$ cat src/hw/rtl/trr_pkg.sv
`timescale 1ns / 1ps
// ----------------------------------------------------------------------------
// TFTP read receiver package
// Event, action, status and failure codes, configuration and queue item types.
// ----------------------------------------------------------------------------
package trr_pkg;

  // Queue depth between front and back
  localparam int unsigned QueueDepth = 2;

  // Defaults when an option is not requested
  localparam logic [15:0] DefBlockSize = 16'd512;
  localparam logic [7:0]  DefTimeout   = 8'd2;

  // Option bit positions in the acknowledged option mask
  localparam int unsigned OptBlksize = 0;
  localparam int unsigned OptTimeout = 1;
  localparam int unsigned OptTsize   = 2;
  localparam int unsigned OptWindow  = 3;

  // Raw event kind carried on the input stream
  typedef enum logic [2:0] {
    KIND_START   = 3'd0,
    KIND_DATA    = 3'd1,
    KIND_OACK    = 3'd2,
    KIND_ERROR   = 3'd3,
    KIND_TIMEOUT = 3'd4,
    KIND_OTHER   = 3'd5
  } kind_e;

  // Classified event as queued for the back end
  typedef enum logic [2:0] {
    EV_START,
    EV_DATA,
    EV_OACK,
    EV_ERROR,
    EV_TIMEOUT,
    EV_OTHER,
    EV_IGNORE
  } ev_e;

  typedef enum logic [2:0] {
    ACT_NONE        = 3'd0,
    ACT_SEND_RRQ    = 3'd1,
    ACT_SEND_ACK    = 3'd2,
    ACT_ERR_TID     = 3'd3,
    ACT_ERR_OPTIONS = 3'd4
  } action_e;

  typedef enum logic [1:0] {
    ST_RUNNING = 2'd0,
    ST_SUCCESS = 2'd1,
    ST_FAILED  = 2'd2
  } status_e;

  typedef enum logic [2:0] {
    FR_NONE          = 3'd0,
    FR_TIMED_OUT     = 3'd1,
    FR_SERVER_ERROR  = 3'd2,
    FR_BAD_OPTION    = 3'd3,
    FR_BAD_OPCODE    = 3'd4,
    FR_SIZE_MISMATCH = 3'd5
  } fail_e;

  // Configuration register indexes
  typedef enum logic [2:0] {
    CFG_REQ_BLOCK_SIZE  = 3'd0,
    CFG_REQ_TIMEOUT     = 3'd1,
    CFG_REQ_WINDOW_SIZE = 3'd2,
    CFG_REQ_TSIZE       = 3'd3,
    CFG_RETRY_LIMIT     = 3'd4
  } cfg_idx_e;

  typedef struct packed {
    logic [15:0] req_block_size;
    logic [7:0]  req_timeout;
    logic [15:0] req_window_size;
    logic        req_tsize;
    logic [7:0]  retry_limit;
  } cfg_t;

  // One classified request on its way to the back end
  typedef struct packed {
    ev_e         ev;
    logic [15:0] peer_id;
    logic [15:0] data_block;
    logic [15:0] payload_length;
    logic [3:0]  option_mask;
    logic        option_bad;
    logic [15:0] blksize_value;
    logic [7:0]  timeout_value;
    logic [31:0] tsize_value;
  } item_t;

  // One result
  typedef struct packed {
    action_e     action;
    logic [15:0] ack_block;
    status_e     status;
    fail_e       fail_reason;
    logic [7:0]  timeout_now;
    logic        timeout_changed;
    logic        options_maybe_unsupported;
    logic [31:0] byte_total;
  } result_t;

endpackage

$ cat src/hw/rtl/trr_front.sv
`timescale 1ns / 1ps
// ----------------------------------------------------------------------------
// TFTP read receiver front end
// Classify incoming events and check OACK options against the request.
// ----------------------------------------------------------------------------
module trr_front import trr_pkg::*; (
  input  logic [2:0]  kind_i,
  input  logic [15:0] peer_id_i,
  input  logic [15:0] data_block_i,
  input  logic [15:0] payload_length_i,
  input  logic [3:0]  option_mask_i,
  input  logic [15:0] blksize_value_i,
  input  logic [7:0]  timeout_value_i,
  input  logic [31:0] tsize_value_i,
  input  cfg_t        cfg_i,
  output item_t       item_o
);

  logic [3:0] requested;

  // Build the mask of options this client asked for
  always_comb begin
    requested = '0;
    requested[OptBlksize] = (cfg_i.req_block_size != '0);
    requested[OptTimeout] = (cfg_i.req_timeout != '0);
    requested[OptTsize]   = cfg_i.req_tsize;
    requested[OptWindow]  = (cfg_i.req_window_size != '0);
  end

  // Map the raw kind onto an event class
  always_comb begin
    item_o = '0;
    unique case (kind_i)
      KIND_START:   item_o.ev = EV_START;
      KIND_DATA:    item_o.ev = EV_DATA;
      KIND_OACK:    item_o.ev = EV_OACK;
      KIND_ERROR:   item_o.ev = EV_ERROR;
      KIND_TIMEOUT: item_o.ev = EV_TIMEOUT;
      KIND_OTHER:   item_o.ev = EV_OTHER;
      default:      item_o.ev = EV_IGNORE;
    endcase
    item_o.peer_id        = peer_id_i;
    item_o.data_block     = data_block_i;
    item_o.payload_length = payload_length_i;
    item_o.option_mask    = option_mask_i;
    item_o.option_bad     = ((option_mask_i & ~requested) != '0);
    item_o.blksize_value  = blksize_value_i;
    item_o.timeout_value  = timeout_value_i;
    item_o.tsize_value    = tsize_value_i;
  end

endmodule

$ cat src/hw/rtl/trr_queue.sv
`timescale 1ns / 1ps
// ----------------------------------------------------------------------------
// TFTP read receiver queue
// Short FIFO of classified requests between the front and back ends.
// ----------------------------------------------------------------------------
module trr_queue import trr_pkg::*; #(
  parameter int unsigned Depth = QueueDepth
) (
  input  logic  clk_i,
  input  logic  rst_ni,
  input  logic  push_i,
  input  item_t push_item_i,
  output logic  full_o,
  input  logic  pop_i,
  output logic  valid_o,
  output item_t pop_item_o
);

  localparam int unsigned PtrW = (Depth > 1) ? $clog2(Depth) : 1;
  localparam int unsigned CntW = $clog2(Depth + 1);

  item_t             mem_q [Depth];
  logic [PtrW-1:0]   wr_ptr_q, wr_ptr_d;
  logic [PtrW-1:0]   rd_ptr_q, rd_ptr_d;
  logic [CntW-1:0]   count_q, count_d;

  assign full_o     = (count_q == CntW'(Depth));
  assign valid_o    = (count_q != '0);
  assign pop_item_o = mem_q[rd_ptr_q];

  // Advance pointers with wrap and track fill level
  always_comb begin
    wr_ptr_d = wr_ptr_q;
    rd_ptr_d = rd_ptr_q;
    count_d  = count_q;
    if (push_i) begin
      wr_ptr_d = (wr_ptr_q == PtrW'(Depth - 1)) ? '0 : wr_ptr_q + 1'b1;
    end
    if (pop_i) begin
      rd_ptr_d = (rd_ptr_q == PtrW'(Depth - 1)) ? '0 : rd_ptr_q + 1'b1;
    end
    if (push_i && !pop_i) begin
      count_d = count_q + 1'b1;
    end else if (pop_i && !push_i) begin
      count_d = count_q - 1'b1;
    end
  end

  always_ff @(posedge clk_i or negedge rst_ni) begin
    if (!rst_ni) begin
      wr_ptr_q <= '0;
      rd_ptr_q <= '0;
      count_q  <= '0;
    end else begin
      wr_ptr_q <= wr_ptr_d;
      rd_ptr_q <= rd_ptr_d;
      count_q  <= count_d;
    end
  end

  // Store pushed requests
  always_ff @(posedge clk_i) begin
    if (push_i) begin
      mem_q[wr_ptr_q] <= push_item_i;
    end
  end

endmodule

$ cat src/hw/rtl/trr_back.sv
`timescale 1ns / 1ps
// ----------------------------------------------------------------------------
// TFTP read receiver back end
// Transfer FSM: one queued request per cycle to the result register when free.
// ----------------------------------------------------------------------------
module trr_back import trr_pkg::*; (
  input  logic    clk_i,
  input  logic    rst_ni,
  input  cfg_t    cfg_i,
  input  logic    item_valid_i,
  input  item_t   item_i,
  output logic    pop_o,
  output logic    res_valid_o,
  input  logic    res_ready_i,
  output result_t res_o
);

  typedef enum logic [1:0] {
    PH_IDLE,
    PH_RUN,
    PH_OK,
    PH_FAIL
  } phase_e;

  phase_e      phase_q, phase_d;
  logic [15:0] expected_block_q, expected_block_d;
  logic [15:0] last_block_q, last_block_d;
  logic [31:0] byte_count_q, byte_count_d;
  logic [7:0]  retry_count_q, retry_count_d;
  logic        peer_latched_q, peer_latched_d;
  logic [15:0] server_peer_q, server_peer_d;
  logic [15:0] active_block_size_q, active_block_size_d;
  logic [7:0]  active_timeout_q, active_timeout_d;
  logic [31:0] agreed_tsize_q, agreed_tsize_d;
  logic        last_sent_was_ack_q, last_sent_was_ack_d;
  logic [15:0] last_ack_block_q, last_ack_block_d;
  fail_e       fail_code_q, fail_code_d;
  logic        maybe_unsup_q, maybe_unsup_d;

  logic        out_valid_q;
  result_t     out_q;

  action_e     action;
  logic [15:0] ack_block;
  logic        tchg;
  logic        any_requested;
  logic        peer_mismatch;
  logic [32:0] byte_sum;
  status_e     status;

  // Take a request when the result register is free or draining
  assign pop_o       = item_valid_i && (!out_valid_q || res_ready_i);
  assign res_valid_o = out_valid_q;
  assign res_o       = out_q;

  assign any_requested = (cfg_i.req_block_size != '0) || (cfg_i.req_timeout != '0) ||
                         cfg_i.req_tsize || (cfg_i.req_window_size != '0);
  assign peer_mismatch = peer_latched_q && (item_i.peer_id != server_peer_q);
  assign byte_sum      = {1'b0, byte_count_q} + {17'd0, item_i.payload_length};

  // Apply one event to the transfer state
  always_comb begin
    phase_d             = phase_q;
    expected_block_d    = expected_block_q;
    last_block_d        = last_block_q;
    byte_count_d        = byte_count_q;
    retry_count_d       = retry_count_q;
    peer_latched_d      = peer_latched_q;
    server_peer_d       = server_peer_q;
    active_block_size_d = active_block_size_q;
    active_timeout_d    = active_timeout_q;
    agreed_tsize_d      = agreed_tsize_q;
    last_sent_was_ack_d = last_sent_was_ack_q;
    last_ack_block_d    = last_ack_block_q;
    fail_code_d         = fail_code_q;
    maybe_unsup_d       = maybe_unsup_q;
    action              = ACT_NONE;
    ack_block           = '0;
    tchg                = 1'b0;

    if (pop_o) begin
      unique case (item_i.ev) inside
        EV_START: begin
          phase_d             = PH_RUN;
          expected_block_d    = 16'd1;
          last_block_d        = '0;
          byte_count_d        = '0;
          retry_count_d       = '0;
          peer_latched_d      = 1'b0;
          server_peer_d       = '0;
          active_block_size_d = (cfg_i.req_block_size != '0) ? cfg_i.req_block_size
                                                             : DefBlockSize;
          active_timeout_d    = (cfg_i.req_timeout != '0) ? cfg_i.req_timeout : DefTimeout;
          agreed_tsize_d      = '0;
          last_sent_was_ack_d = 1'b0;
          last_ack_block_d    = '0;
          fail_code_d         = FR_NONE;
          maybe_unsup_d       = 1'b0;
          action              = ACT_SEND_RRQ;
        end
        EV_TIMEOUT: begin
          if (phase_q == PH_RUN) begin
            if (retry_count_q == cfg_i.retry_limit) begin
              phase_d     = PH_FAIL;
              fail_code_d = FR_TIMED_OUT;
            end else begin
              retry_count_d = retry_count_q + 1'b1;
              if (last_sent_was_ack_q) begin
                action    = ACT_SEND_ACK;
                ack_block = last_ack_block_q;
              end else begin
                action = ACT_SEND_RRQ;
              end
            end
          end
        end
        EV_DATA, EV_OACK, EV_ERROR, EV_OTHER: begin
          if (phase_q == PH_RUN) begin
            retry_count_d = '0;
            if (!peer_latched_q) begin
              peer_latched_d = 1'b1;
              server_peer_d  = item_i.peer_id;
            end
            if (peer_mismatch) begin
              action = ACT_ERR_TID;
            end else begin
              case (item_i.ev)
                EV_DATA: begin
                  last_block_d = item_i.data_block;
                  if (item_i.data_block == expected_block_q) begin
                    expected_block_d    = expected_block_q + 1'b1;
                    byte_count_d        = byte_sum[32] ? '1 : byte_sum[31:0];
                    action              = ACT_SEND_ACK;
                    ack_block           = item_i.data_block;
                    last_sent_was_ack_d = 1'b1;
                    last_ack_block_d    = item_i.data_block;
                    if (item_i.payload_length < active_block_size_q) begin
                      if (cfg_i.req_tsize && (byte_count_d != agreed_tsize_q)) begin
                        phase_d     = PH_FAIL;
                        fail_code_d = FR_SIZE_MISMATCH;
                      end else begin
                        phase_d = PH_OK;
                      end
                    end
                  end
                end
                EV_OACK: begin
                  if (item_i.option_bad) begin
                    action      = ACT_ERR_OPTIONS;
                    phase_d     = PH_FAIL;
                    fail_code_d = FR_BAD_OPTION;
                  end else begin
                    if (item_i.option_mask[OptBlksize]) begin
                      active_block_size_d = item_i.blksize_value;
                    end
                    if (item_i.option_mask[OptTimeout]) begin
                      tchg             = (item_i.timeout_value != active_timeout_q);
                      active_timeout_d = item_i.timeout_value;
                    end
                    if (item_i.option_mask[OptTsize]) begin
                      agreed_tsize_d = item_i.tsize_value;
                    end
                    action              = ACT_SEND_ACK;
                    ack_block           = last_block_q;
                    last_sent_was_ack_d = 1'b1;
                    last_ack_block_d    = last_block_q;
                  end
                end
                EV_ERROR: begin
                  if ((last_block_q == '0) && any_requested) begin
                    maybe_unsup_d = 1'b1;
                  end
                  phase_d     = PH_FAIL;
                  fail_code_d = FR_SERVER_ERROR;
                end
                default: begin
                  phase_d     = PH_FAIL;
                  fail_code_d = FR_BAD_OPCODE;
                end
              endcase
            end
          end
        end
        EV_IGNORE: begin
          action = ACT_NONE;
        end
        default: begin
          action = ACT_NONE;
        end
      endcase
    end
  end

  // Map the next phase onto the reported status
  always_comb begin
    unique case (phase_d)
      PH_OK:   status = ST_SUCCESS;
      PH_FAIL: status = ST_FAILED;
      default: status = ST_RUNNING;
    endcase
  end

  // Hold transfer state and the result register
  always_ff @(posedge clk_i or negedge rst_ni) begin
    if (!rst_ni) begin
      phase_q             <= PH_IDLE;
      expected_block_q    <= 16'd1;
      last_block_q        <= '0;
      byte_count_q        <= '0;
      retry_count_q       <= '0;
      peer_latched_q      <= 1'b0;
      server_peer_q       <= '0;
      active_block_size_q <= DefBlockSize;
      active_timeout_q    <= DefTimeout;
      agreed_tsize_q      <= '0;
      last_sent_was_ack_q <= 1'b0;
      last_ack_block_q    <= '0;
      fail_code_q         <= FR_NONE;
      maybe_unsup_q       <= 1'b0;
      out_valid_q         <= 1'b0;
    end else begin
      phase_q             <= phase_d;
      expected_block_q    <= expected_block_d;
      last_block_q        <= last_block_d;
      byte_count_q        <= byte_count_d;
      retry_count_q       <= retry_count_d;
      peer_latched_q      <= peer_latched_d;
      server_peer_q       <= server_peer_d;
      active_block_size_q <= active_block_size_d;
      active_timeout_q    <= active_timeout_d;
      agreed_tsize_q      <= agreed_tsize_d;
      last_sent_was_ack_q <= last_sent_was_ack_d;
      last_ack_block_q    <= last_ack_block_d;
      fail_code_q         <= fail_code_d;
      maybe_unsup_q       <= maybe_unsup_d;
      if (pop_o) begin
        out_valid_q <= 1'b1;
      end else if (res_ready_i) begin
        out_valid_q <= 1'b0;
      end
    end
  end

  // Load the result payload
  always_ff @(posedge clk_i) begin
    if (pop_o) begin
      out_q.action                    <= action;
      out_q.ack_block                 <= ack_block;
      out_q.status                    <= status;
      out_q.fail_reason               <= fail_code_d;
      out_q.timeout_now               <= active_timeout_d;
      out_q.timeout_changed           <= tchg;
      out_q.options_maybe_unsupported <= maybe_unsup_d;
      out_q.byte_total                <= byte_count_d;
    end
  end

  // A successful transfer never carries a failure reason
  assert property (@(posedge clk_i) disable iff (!rst_ni)
    (out_valid_q && (out_q.status == ST_SUCCESS)) |-> (out_q.fail_reason == FR_NONE))
    else $error("success result with failure reason");

  // A timeout change only comes with the ACK of an OACK
  assert property (@(posedge clk_i) disable iff (!rst_ni)
    (out_valid_q && out_q.timeout_changed) |-> (out_q.action == ACT_SEND_ACK))
    else $error("timeout change without ACK");

  // A start always leaves the transfer running
  assert property (@(posedge clk_i) disable iff (!rst_ni)
    (pop_o && (item_i.ev == EV_START)) |=> (phase_q == PH_RUN))
    else $error("start did not enter run phase");

  // Nothing is counted before the first start
  assert property (@(posedge clk_i) disable iff (!rst_ni)
    (phase_q == PH_IDLE) |-> ((byte_count_q == '0) && !peer_latched_q))
    else $error("idle phase with transfer state");

endmodule

$ cat src/hw/rtl/tftp_read_receiver.sv
`timescale 1ns / 1ps
// ----------------------------------------------------------------------------
// TFTP read receiver
// Client-side TFTP read engine: events in, one action and status result out.
// ----------------------------------------------------------------------------
//  Channel   Dir  Handshake                  Payload
//  s_axis    in   tvalid/tready              tuser kind, tdata packet fields
//  m_axis    out  tvalid/tready              tuser action, tdata status fields
//  cfg       in   cfg_valid_i/cfg_ready_o    cfg_index_i register, cfg_data_i
//
//  One event per cycle sustained while m_axis_tready holds; an accepted
//  event is written into the queue, then the back-end state update loads
//  its result into the result register.
//  The back-end state update is the loop that sets the rate.
//  A classified-event queue of QueueDepth entries lets the input keep flowing
//  while a result waits on m_axis_tready.
//  Reset clears the queue, the transfer state and the configuration registers.
//  Configuration is always ready.
// ----------------------------------------------------------------------------
module tftp_read_receiver import trr_pkg::*; #(
  parameter int unsigned QueueDepth = trr_pkg::QueueDepth
) (
  input  logic         clk_i,
  input  logic         rst_ni,
  // Event stream
  input  logic         s_axis_tvalid,
  output logic         s_axis_tready,
  // kind[2:0]
  input  logic [2:0]   s_axis_tuser,
  // peer_id[15:0], data_block[31:16], payload_length[47:32],
  // option_mask[51:48], blksize_value[67:52], timeout_value[75:68],
  // tsize_value[107:76], windowsize_value[123:108], zero[127:124]
  input  logic [127:0] s_axis_tdata,
  // Result stream
  output logic         m_axis_tvalid,
  input  logic         m_axis_tready,
  // action[2:0]
  output logic [2:0]   m_axis_tuser,
  // ack_block[15:0], status[17:16], fail_reason[20:18], timeout_now[28:21],
  // timeout_changed[29], options_maybe_unsupported[30],
  // byte_total[62:31], zero[63]
  output logic [63:0]  m_axis_tdata,
  // Configuration writes
  input  logic         cfg_valid_i,
  output logic         cfg_ready_o,
  input  logic [2:0]   cfg_index_i,
  input  logic [15:0]  cfg_data_i
);

  cfg_t    cfg_q;
  item_t   front_item;
  item_t   queue_item;
  logic    queue_full;
  logic    queue_valid;
  logic    queue_pop;
  logic    push;
  result_t result;

  assign cfg_ready_o   = 1'b1;
  assign s_axis_tready = !queue_full;
  assign push          = s_axis_tvalid && s_axis_tready;

  // Hold configuration registers
  always_ff @(posedge clk_i or negedge rst_ni) begin
    if (!rst_ni) begin
      cfg_q <= '0;
    end else if (cfg_valid_i && cfg_ready_o) begin
      unique case (cfg_index_i)
        CFG_REQ_BLOCK_SIZE:  cfg_q.req_block_size  <= cfg_data_i;
        CFG_REQ_TIMEOUT:     cfg_q.req_timeout     <= cfg_data_i[7:0];
        CFG_REQ_WINDOW_SIZE: cfg_q.req_window_size <= cfg_data_i;
        CFG_REQ_TSIZE:       cfg_q.req_tsize       <= cfg_data_i[0];
        CFG_RETRY_LIMIT:     cfg_q.retry_limit     <= cfg_data_i[7:0];
        default:             cfg_q                 <= cfg_q;
      endcase
    end
  end

  trr_front u_front (
    .kind_i           (s_axis_tuser),
    .peer_id_i        (s_axis_tdata[15:0]),
    .data_block_i     (s_axis_tdata[31:16]),
    .payload_length_i (s_axis_tdata[47:32]),
    .option_mask_i    (s_axis_tdata[51:48]),
    .blksize_value_i  (s_axis_tdata[67:52]),
    .timeout_value_i  (s_axis_tdata[75:68]),
    .tsize_value_i    (s_axis_tdata[107:76]),
    .cfg_i            (cfg_q),
    .item_o           (front_item)
  );

  trr_queue #(
    .Depth (QueueDepth)
  ) u_queue (
    .clk_i       (clk_i),
    .rst_ni      (rst_ni),
    .push_i      (push),
    .push_item_i (front_item),
    .full_o      (queue_full),
    .pop_i       (queue_pop),
    .valid_o     (queue_valid),
    .pop_item_o  (queue_item)
  );

  trr_back u_back (
    .clk_i        (clk_i),
    .rst_ni       (rst_ni),
    .cfg_i        (cfg_q),
    .item_valid_i (queue_valid),
    .item_i       (queue_item),
    .pop_o        (queue_pop),
    .res_valid_o  (m_axis_tvalid),
    .res_ready_i  (m_axis_tready),
    .res_o        (result)
  );

  // Pack the result fields
  assign m_axis_tuser = result.action;
  assign m_axis_tdata = {1'b0,
                         result.byte_total,
                         result.options_maybe_unsupported,
                         result.timeout_changed,
                         result.timeout_now,
                         result.fail_reason,
                         result.status,
                         result.ack_block};

endmodule
$ cat config.mk
export PLATFORM = sky130hd
export DESIGN_NAME = tftp_read_receiver
export DESIGN_NICKNAME = d
export VERILOG_FILES = /design/src/hw/rtl/trr_pkg.sv /design/src/hw/rtl/trr_front.sv /design/src/hw/rtl/trr_queue.sv /design/src/hw/rtl/trr_back.sv /design/src/hw/rtl/tftp_read_receiver.sv
export SDC_FILE = /design/constraint.sdc
export NUM_CORES = 1
export LEC_CHECK = 0
export BUFFER_PORTS_ARGS = -buffer_cell sky130_fd_sc_hd__buf_2
export CAP_MARGIN = 20
export CORE_MARGIN = 2
export CORE_UTILIZATION = 30
export CTS_CLUSTER_DIAMETER = 60
export DETAILED_ROUTE_END_ITERATION = 8
export PLACE_DENSITY = 0.47
export SETUP_SLACK_MARGIN = 0.2
export SLEW_MARGIN = 5
export SYNTH_ARGS = -nofsm -noshare
export SYNTH_HDL_FRONTEND = slang
export SYNTH_SLANG_ARGS = --single-unit
$ cat constraint.sdc
create_clock -name clk_i -period 7.1 [get_ports clk_i]
set_clock_uncertainty 0.15 [all_clocks]
set_input_delay 0.355 -clock clk_i [delete_from_list [all_inputs] [get_ports clk_i]]
set_output_delay 0.355 -clock clk_i [all_outputs]
set_load 0.01 [all_outputs]
==> results of run 1 <==
## flip-flops by register name, indices dropped and copies added (netlist names)
signal and flops:
cfg_q 49, u_back.active_block_size_q 16, u_back.active_timeout_q 8, u_back.agreed_tsize_q 32, u_back.byte_count_q 32, u_back.expected_block_q 16, u_back.fail_code_q 3, u_back.last_ack_block_q 16
u_back.last_block_q 16, u_back.last_sent_was_ack_q 1, u_back.maybe_unsup_q 1, u_back.peer_latched_q 1, u_back.phase_q 2, u_back.res_o 66, u_back.res_valid_o 1, u_back.retry_count_q 8
u_back.server_peer_q 16, u_queue.count_q 2, u_queue.mem_q 222, u_queue.rd_ptr_q 1, u_queue.wr_ptr_q 1
## path summary, 6_finish.rpt
path | from | end | slack (ps) | depth (start not counted)
max | u_queue.rd_ptr_q | u_back.res_o[46] | 1590 | 14
min | cfg_valid_i | cfg_q[8] | 110 | 4
max reg2reg | u_queue.rd_ptr_q | u_back.res_o[46] | 1590 | 14
min reg2reg | u_back.active_block_size_q[13] | u_back.active_block_size_q[13] | 330 | 2
max in group asynchronous | rst_ni | u_queue.rd_ptr_q | 4980 | 3
min in group asynchronous | rst_ni | cfg_q[41] | 230 | 2
## worst max-delay path, stage by stage (launching register included)
cell and delay, ps:
dfrtp_4 830, mux2_2 430, ha_1 250, fa_1 430, nand3_1 190, a21oi_1 140
o21ai_2 310, a21oi_1 150, nor2_1 650, nor2_1 80, o21ai_0 100, nand4b_1 270
a2111oi_2 730, a31oi_1 260, o21ba_1 240
## timing repair
action | in CTS | in global routing
gates resized for setup | 0 | 0
hold buffers | 132 | 0
endpoints found under the hold margin | 374 | 0
## area by class of cell
class | instances | area [sq um]
multi-input combinational | 1264 | 8540
inverter | 32 | 121
sequential | 510 | 14200
timing repair buffer | 363 | 2580
tap | 1040 | 1300
clock buffer | 71 | 1490
fill | 7591 | 48400
clock inverter | 37 | 399
antenna | 2 | 5.00
## power groups by stage
stage               clock network, mW  logic [mW]  registers [mW]
global placement                    0        4.41            4.70
detailed placement                  0        4.47            4.72
global route                     3.18        5.00            4.75
floorplan                           0        3.05            4.59
finish                           2.97        4.51            4.65
CTS                              3.06        4.55            4.67
## routing by layer
metal,vias up,track usage,part of all wire
met4,0,0.0377,0.018
li1,7700,-,-
met5,-,0,0
met1,8023,0.234,0.47
met2,352,0.266,0.47
met3,89,0.0249,0.043
## logic make-up after synthesis
kind of cell	share of synthesized area
adders and majority gates	0.0192
muxes	0.0809
AOI/OAI and AO/OA	0.113
other	0.000323
DFF	0.611
buffers and inverters	0.0226
and+or+nand+nor	0.114
xor gates and xnor gates	0.0388
## cells in the mapped netlist, drive strengths merged (34+ instances only)
library cell  instances
a21oi                84
o21ai               135
o31ai                50
nor3                 34
mux2i                98
nand2               234
edfxtp              288
xor2                 40
clkbuf               58
ha                   34
nor2                108
nand3                36
dfrtp               219
mux2                 73
nor4                 35
xnor2                63
==> impl_metrics.ini, run 1 <==
[floorplanning]
start_util = 0.301
core-area_sq_um = 77100
die_w_um = 282
boundaryPins = 225
row_count = 102
dieHeight_um = 282
die_area_sq_um = 79700

[power_and_ir_drop]
p_int_mw = 7.45
swShare = 0.386
power_density_nw_per_um2 = 424
peakVddDrop_mv = 0.219
seqPwrFrac = 0.383
fin_total_pwr_mw = 12.1
power_leakage_nw = 11.4
comb_power_share = 0.372
p_switching_mw = 4.68
power.share.clock = 0.245

[global_routing]
grt_max_degree = 107
track_usage = 0.165
grt_first_pass_wirelength_mm = 99.8
antenna_found_initial = 2
grt_pass1_vias = 16200
overflow = 0

[timing]
rsz0062_at_grt = no
maxSlewHeadroom = 0.217
hold_viol_final = 0
hold_slack_ps = 105
worst_pin_slew_ps = 1170
tns_ps = 0
timing.final.crit_period_ps = 5510
max_freq_ghz = 0.181
setup_ws_ps = 1590
setup_viol = 0
maxSlewViolCount = 0
period_share = 0.776

[synth]
avgSynthCellArea_sq_um = 12.3
synth_warnings = 0
syn_nets = 2083
ys_ff_latch = 510
yosysUniqueCellTypes = 98
synth-seq-area-share = 0.611
yosysTopAreaCell = edfxtp_1
synthTopCellsByArea = edfxtp_1 (37%), dfrtp_1 (24%), mux2i_1 (3.8%), nand2_1 (3.7%), mux2_2 (3.5%)
async_flop_share = 0.435
synth_top_area_frac = 0.372
syn_area_sq_um = 23200
synthCells = 1893
synthFlopType = edfxtp_1
synth-edff-count = 288

[cells_and_area]
fin_util = 0.372
final_common_cell = edfxtp_1
fin_cells = 3319
layout_common_cells = edfxtp_1 (288), nand2_1 (231), dfrtp_1 (218), buf_2 (201), dlygate4sd3_1 (132)
nets = 2418
final_cell_area_sq_um = 28600
drive_gt1_frac = 0.197
area_delta_synth_final_pct = 23.3

[run_status]
status = complete, no violations

[clock_tree]
post-cts-setup-buffers = 0
cts_root_buf = clkbuf_16
h-tree-depth = 2
cts_tree = done
cts_buffer_depth = 3
numClockSinks = 510
cts.clk_slew.worst_paths_ps = 60
insertion_delay_ps = 650
numCtsBuffers = 57

[place]
place_area_sq_um = 25400
post-place-ws_ps = 1540
place_congestion = 0.843
numPortBuffers = 202
placed_cells = 3075
hpwl_mm = 46.5

[critical_path]
cp-end-kind = flip-flop
cp_max_fo = 38
cp.arrival_ps = 5730
worst-setup-path-type = flip-flop to flip-flop
cp.required_ps = 7320
cp-start-kind = flip-flop

[drt]
vias = 16200
via_per_inst = 4.87
wire_per_inst_um = 19.9
first_pass_iters = 5
drcViolationCount = 0
ant_nets = 0
drt_wl_total_mm = 66.1
drt-initial-drc-count = 1103

[flow_run]
drv_cap = 0

[worst_hold_path]
hold_class = primary input to flip-flop
Power figures use the tool's default switching activity.
==> inputs of run 2 (changes only) <==
- ABC_AREA: unset -> 1
- clock period: 7.1 -> 5.1 ns (I/O delays scaled with it)
==> run 2 against run 1 <==
Net effect: power rose by 43%; combinational power rose by 37%; synthesized area rose by 2.9%; register-to-register slack got worse by 960 ps; global-route usage rose by 0.89 points; clock-buffer cell count rose by 22; core utilization rose by 0.51 points; via count rose by 15%; sequential cell count did not move; setup slack got worse by 960 ps; sequential share of layout area fell by 1.9 points; maximum frequency rose by 23%; critical path type unchanged.
==> impl_metrics.ini, run 2 <==
[run_status]
status = complete, no violations

[drt]
drt-initial-drc-count = 1282
drcViolationCount = 0
first_pass_iters = 8
wire_per_inst_um = 18.3
vias = 18600
drt_wl_total_mm = 71.4
via_per_inst = 4.77
ant_nets = 0

[global_routing]
antenna_found_initial = 4
grt_pass1_vias = 18800
overflow = 0
grt_max_degree = 113
grt_first_pass_wirelength_mm = 110
track_usage = 0.174

[clock_tree]
h-tree-depth = 3
cts_tree = done
numClockSinks = 510
cts.clk_slew.worst_paths_ps = 60
insertion_delay_ps = 610
numCtsBuffers = 66
cts_buffer_depth = 3
cts_root_buf = clkbuf_16

[critical_path]
cp.arrival_ps = 4640
cp-end-kind = flip-flop
cp.required_ps = 5270
critical_path.max_stage_delay_ps = 520
worst-setup-path-type = flip-flop to flip-flop
critPathBufInv = 5
crit_chain = inv_2 -> buf_12 -> buf_4 -> o21ai_0 -> xor2_1 -> nand3_1 -> nor4_1 -> nand3_1 -> nand2_1 -> inv_2 -> nor2_4 -> nand3_1 -> buf_4 -> nand2_1 -> o211ai_1 -> o22ai_1
cp_max_fo = 42
crit_slowest_cell = dfrtp_4
critical_path.top_delay_family = simple AND/OR/NAND/NOR gates
cp-start-kind = flip-flop
crit_top_cell = nand3_1

[cells_and_area]
drive_gt1_frac = 0.137
largest_reg_flops = 222
layout_common_cells = nand2_1 (610), edfxtp_1 (288), inv_1 (277), dfrtp_1 (218), buf_2 (201)
final_common_cell = nand2_1
nets = 2992
n_antenna_cell = 0
fin_cells = 3905
largest_register = u_queue.mem_q
area_delta_synth_final_pct = 24.5

[floorplanning]
boundaryPins = 225
start_util = 0.303
dieHeight_um = 286
die_w_um = 286
die_area_sq_um = 82000
row_count = 103
core-area_sq_um = 79000

[timing]
tns_ps = 0
max_freq_ghz = 0.224
period_share = 0.876
worst_pin_slew_ps = 1010
setup_ws_ps = 633
maxSlewHeadroom = 0.327
timing.final.crit_period_ps = 4470
rsz0062_at_grt = no
setup_viol = 0
hold_viol_final = 0
maxSlewViolCount = 0

[worst_hold_path]
hold_class = primary input to async pin

[power_and_ir_drop]
p_int_mw = 10.6
p_switching_mw = 6.75
swShare = 0.390
seqPwrFrac = 0.371
comb_power_share = 0.356
power_leakage_nw = 13.0
power_density_nw_per_um2 = 582
peakVddDrop_mv = 0.296
power.share.clock = 0.273

[synth]
yosysUniqueCellTypes = 60
ys_top_cells_by_count = nand2_1 (610), edfxtp_1 (288), inv_1 (277)
synthTopCellsByArea = edfxtp_1 (36%), dfrtp_1 (23%), nand2_1 (9.6%), inv_1 (4.3%), o21ai_0 (3.6%)
synthFlopType = edfxtp_1
synth-seq-area-share = 0.594
async_flop_share = 0.435
synth_top_area_frac = 0.362
synth_warnings = 0
synthCells = 2453
synth-edff-count = 288
syn_area_sq_um = 23900
ys_ff_latch = 510
avgSynthCellArea_sq_um = 9.75
syn_nets = 2643
yosysTopAreaCell = edfxtp_1
yosysMostFrequentCell = nand2_1

[place]
post-place-ws_ps = 361
numPortBuffers = 202
placed_cells = 3648
place_congestion = 0.921
hpwl_mm = 50.0

[flow_run]
drv_cap = 0
## run 2: final timing paths
kind	startpoint	endpoint	slack [ps]	depth (start not counted)
hold / removal	rst_ni	u_back.byte_count_q[7]	60	2
max in group asynchronous	rst_ni	u_queue.rd_ptr_q	3280	3
setup / recovery	u_queue.rd_ptr_q	u_back.res_o[23]	630	16
setup reg to reg	u_queue.rd_ptr_q	u_back.res_o[23]	630	16
min in group clk_i	cfg_valid_i	cfg_q[5]	180	4
hold reg to reg	u_queue.count_q[0]	u_queue.count_q[0]	320	1
## run 2: cells by family (layout without fill, tap and decap cells)
logic type,after synthesis,in the layout,share of synthesized area
XOR/XNOR,59,59,0.0216
multiplexers,51,51,0.0215
flip-flops,510,510,0.594
other,2,2,0.000314
AO/OA/AOI/OAI,397,397,0.0994
AND/OR/NAND/NOR,1018,1018,0.181
adder cells (fa/ha/maj),35,35,0.0186
buffers and inverters,381,783,0.0629
## run 2: per-stage QoR
step	power [mW]	hold WS, ps	utilization	instance area (sq um)
global placement	12.5	101	0.331	26200
CTS	17.5	69.2	0.376	29700
finish	17.3	59.2	0.377	29800
global route	18.5	85.5	0.377	29800
floorplan	10.4	-191	-	23900
detailed placement	12.6	109	0.331	26200
## run 2: cell type report
cell class / count / area [sq um]
fill: 7830 / 49200
inverter: 292 / 1100
multi-input combinational: 1562 / 8240
timing repair buffer: 370 / 2670
sequential: 510 / 14200
clock inverter: 28 / 340
tap: 1050 / 1310
clock buffer: 93 / 1900
## run 2: power groups by stage
stage	combinational, mW	clock, mW	sequential, mW
after floorplan	3.97	0	6.39
after global placement	6.00	0	6.50
after detailed placement	6.10	0	6.52
after CTS	6.21	4.86	6.45
after global routing	6.90	5.03	6.54
final	6.17	4.72	6.42
## run 2: layer usage
metal | vias to the layer above | global-route usage | share of wire
met1 | 9038 | 0.222 | 0.44
met5 | - | 0 | 0.00045
met2 | 444 | 0.304 | 0.49
met4 | 6 | 0.0488 | 0.024
met3 | 103 | 0.0281 | 0.043
li1 | 9052 | - | -
## run 2: what timing repair did
| action | in CTS | in global routing |
|---|---|---|
| resized for setup | 0 | 1 |
| hold buffers | 133 | 0 |
| hold endpoints to repair | 332 | 0 |
| endpoints found under the setup margin | 0 | 8 |
| setup buffers | 0 | 3 |
==> inputs of run 3 (changes only) <==
- ABC_AREA: 1 -> unset
- CTS_BUF_LIST: unset -> sky130_fd_sc_hd__clkbuf_8
==> run 3 against run 2 <==
Net effect: worst hold slack improved by 80 ps; wire length fell by 5.2%; cell count fell by 12%; maximum frequency fell by 6.4%; register-to-register slack got worse by 310 ps; critical path depth rose by 2; via count fell by 11%; die area fell by 2.7%; combinational power rose by 14%; sequential power barely moved; power fell by 0.56%; critical path type unchanged; critical endpoint is now u_back.res_o[44]; largest cell class unchanged; largest power group is now combinational cells.
==> impl_metrics.ini, run 3 (synthesis gave the netlist of run 1 again) <==
[clock_tree]
numCtsBuffers = 92
cts_root_buf = clkbuf_8
cts_buffer_depth = 3
h-tree-depth = 3
insertion_delay_ps = 710
numClockSinks = 510
cts_tree = done
cts.clk_slew.worst_paths_ps = 60

[critical_path]
cp-end-kind = flip-flop
cp_max_fo = 6
worst-setup-path-type = flip-flop to flip-flop
r2r_cells = 18
cp.required_ps = 5410
cp-start-kind = flip-flop
cp.arrival_ps = 5080

[cells_and_area]
n_fill_cell = 7492
seq_area_sq_um = 14200
largest_register = u_queue.mem_q
final_common_cell = edfxtp_1
fin_cells = 3452
layout_common_cells = edfxtp_1 (288), nand2_1 (231), dfrtp_1 (218), buf_2 (201), dlygate4sd3_1 (142)
nets = 2520
multi_input_area_sq_um = 8850
area_delta_synth_final_pct = 26.9
largest_reg_flops = 222
drive_gt1_frac = 0.238

[global_routing]
grt_first_pass_wirelength_mm = 102
grt_max_degree = 112
met1_usage = 0.233
use_met2 = 0.271
overflow = 0
antenna_found_initial = 4
track_usage = 0.169
grt_pass1_vias = 16800
grtUsageMet3 = 0.0270
busiest_layer = met2

[floorplanning]
dieHeight_um = 282
row_count = 102
core-area_sq_um = 77100
start_util = 0.301
die_w_um = 282
die_area_sq_um = 79700
boundaryPins = 225

[flow_run]
drv_cap = 0

[power_and_ir_drop]
power_density_nw_per_um2 = 584
power_leakage_nw = 11.9
peakVddDrop_mv = 0.413

[drt]
drt-initial-drc-count = 1082
vias = 16600
drcViolationCount = 0
via_per_inst = 4.82
ant_nets = 0
drt_wl_total_mm = 67.7
first_pass_iters = 5
wire_per_inst_um = 19.6

[place]
numPortBuffers = 202
placed_cells = 3119
place_congestion = 0.863
hpwl_mm = 47.3

[timing]
maxSlewViolCount = 0
hold_viol_final = 0
timing.final.crit_period_ps = 4770
max_freq_ghz = 0.210
worst_pin_slew_ps = 1010
tns_ps = 0
period_share = 0.936
maxSlewHeadroom = 0.325
setup_viol = 0
rsz0062_at_grt = no

[worst_hold_path]
hold_class = primary input to flip-flop
min_delay_path_depth = 2

[run_status]
status = complete, no violations
## run 3: cell count changes in the layout (fill, tap and decap cells not counted), sizes merged, moves of 23 or more
cell,previous run,this run
o21ai,190,135
nor4,12,35
mux2,0,73
a21oi,48,84
nor2,172,108
buf,237,288
inv,302,84
xnor2,20,63
o22ai,50,7
nand4,49,22
nand2,614,234
nand3,119,36
mux2i,51,98
## run 3: where the power goes
part	switching, mW	internal [mW]
Clock	1.72	2.01
Combinational	4.30	2.75
Sequential	0.713	5.72
## run 3: metrics by stage
| stage | instance area, sq um | utilization | hold WS [ps] | setup slack [ps] | power, mW |
|---|---|---|---|---|---|
| 6_report | 29500 | 0.383 | 139 | 328 | 17.2 |
| 2_1_floorplan | 23300 | - | -191 | 223 | 10.6 |
| 3_3_place_gp | 25800 | 0.335 | 137 | 140 | 13.0 |
| 3_5_place_dp | 25800 | 0.335 | 138 | 69.5 | 13.1 |
| 4_1_cts | 29100 | 0.377 | 56.1 | 186 | 17.1 |
| 5_1_grt | 29500 | 0.383 | 105 | 141 | 18.4 |
## run 3: worst max-delay path, stage by stage (launching register included)
cell and delay [ps]:
dfrtp_4 550, buf_6 160, buf_4 120, mux2_2 310, ha_4 330, o211ai_1 140, o21a_1 230, buf_6 130
or3b_1 390, o311ai_2 130, buf_4 210, xor2_1 150, nand3b_1 120, a32oi_2 290, o311ai_4 160, nor4_4 410
buf_4 190, nand3_1 90, a41o_1 270
## run 3: per-layer routing
metal	wire length (um)	up-vias	part of all wire
met5	11	-	0.00016
met4	1230	2	0.018
met3	3270	76	0.048
met2	31800	433	0.47
met1	31400	8190	0.46
li1	-	7921	-
## run 3: layout make-up
type,count,share of cell area
flip-flops and latches,510,0.482
diodes,2,0.000170
clock buffers,103,0.0481
clock inverters,71,0.0134
well taps,1040,0.0441
repair buffers,430,0.109
multi-input cells,1264,0.300
inverters,32,0.00407
## run 3: worst paths after layout
path	start	endpoint	slack [ps]
worst max-delay path	u_queue.rd_ptr_q	u_back.res_o[44]	330
worst min-delay path	s_axis_tdata[52]	u_queue.mem_q[0][40]	140
worst max register to register	u_queue.rd_ptr_q	u_back.res_o[44]	330
worst min register to register	u_back.last_ack_block_q[11]	u_back.last_ack_block_q[11]	330
max in group asynchronous	rst_ni	cfg_q[43]	3210
min in group asynchronous	rst_ni	u_back.byte_count_q[25]	470
## run 3: what timing repair did
action	4_1_cts	5_1_grt
resized for setup	3	57
pin swaps	0	13
setup endpoints to repair	7	61
hold buffers	143	0
cloned	0	0
setup buffers	1	13
hold endpoints to repair	432	0
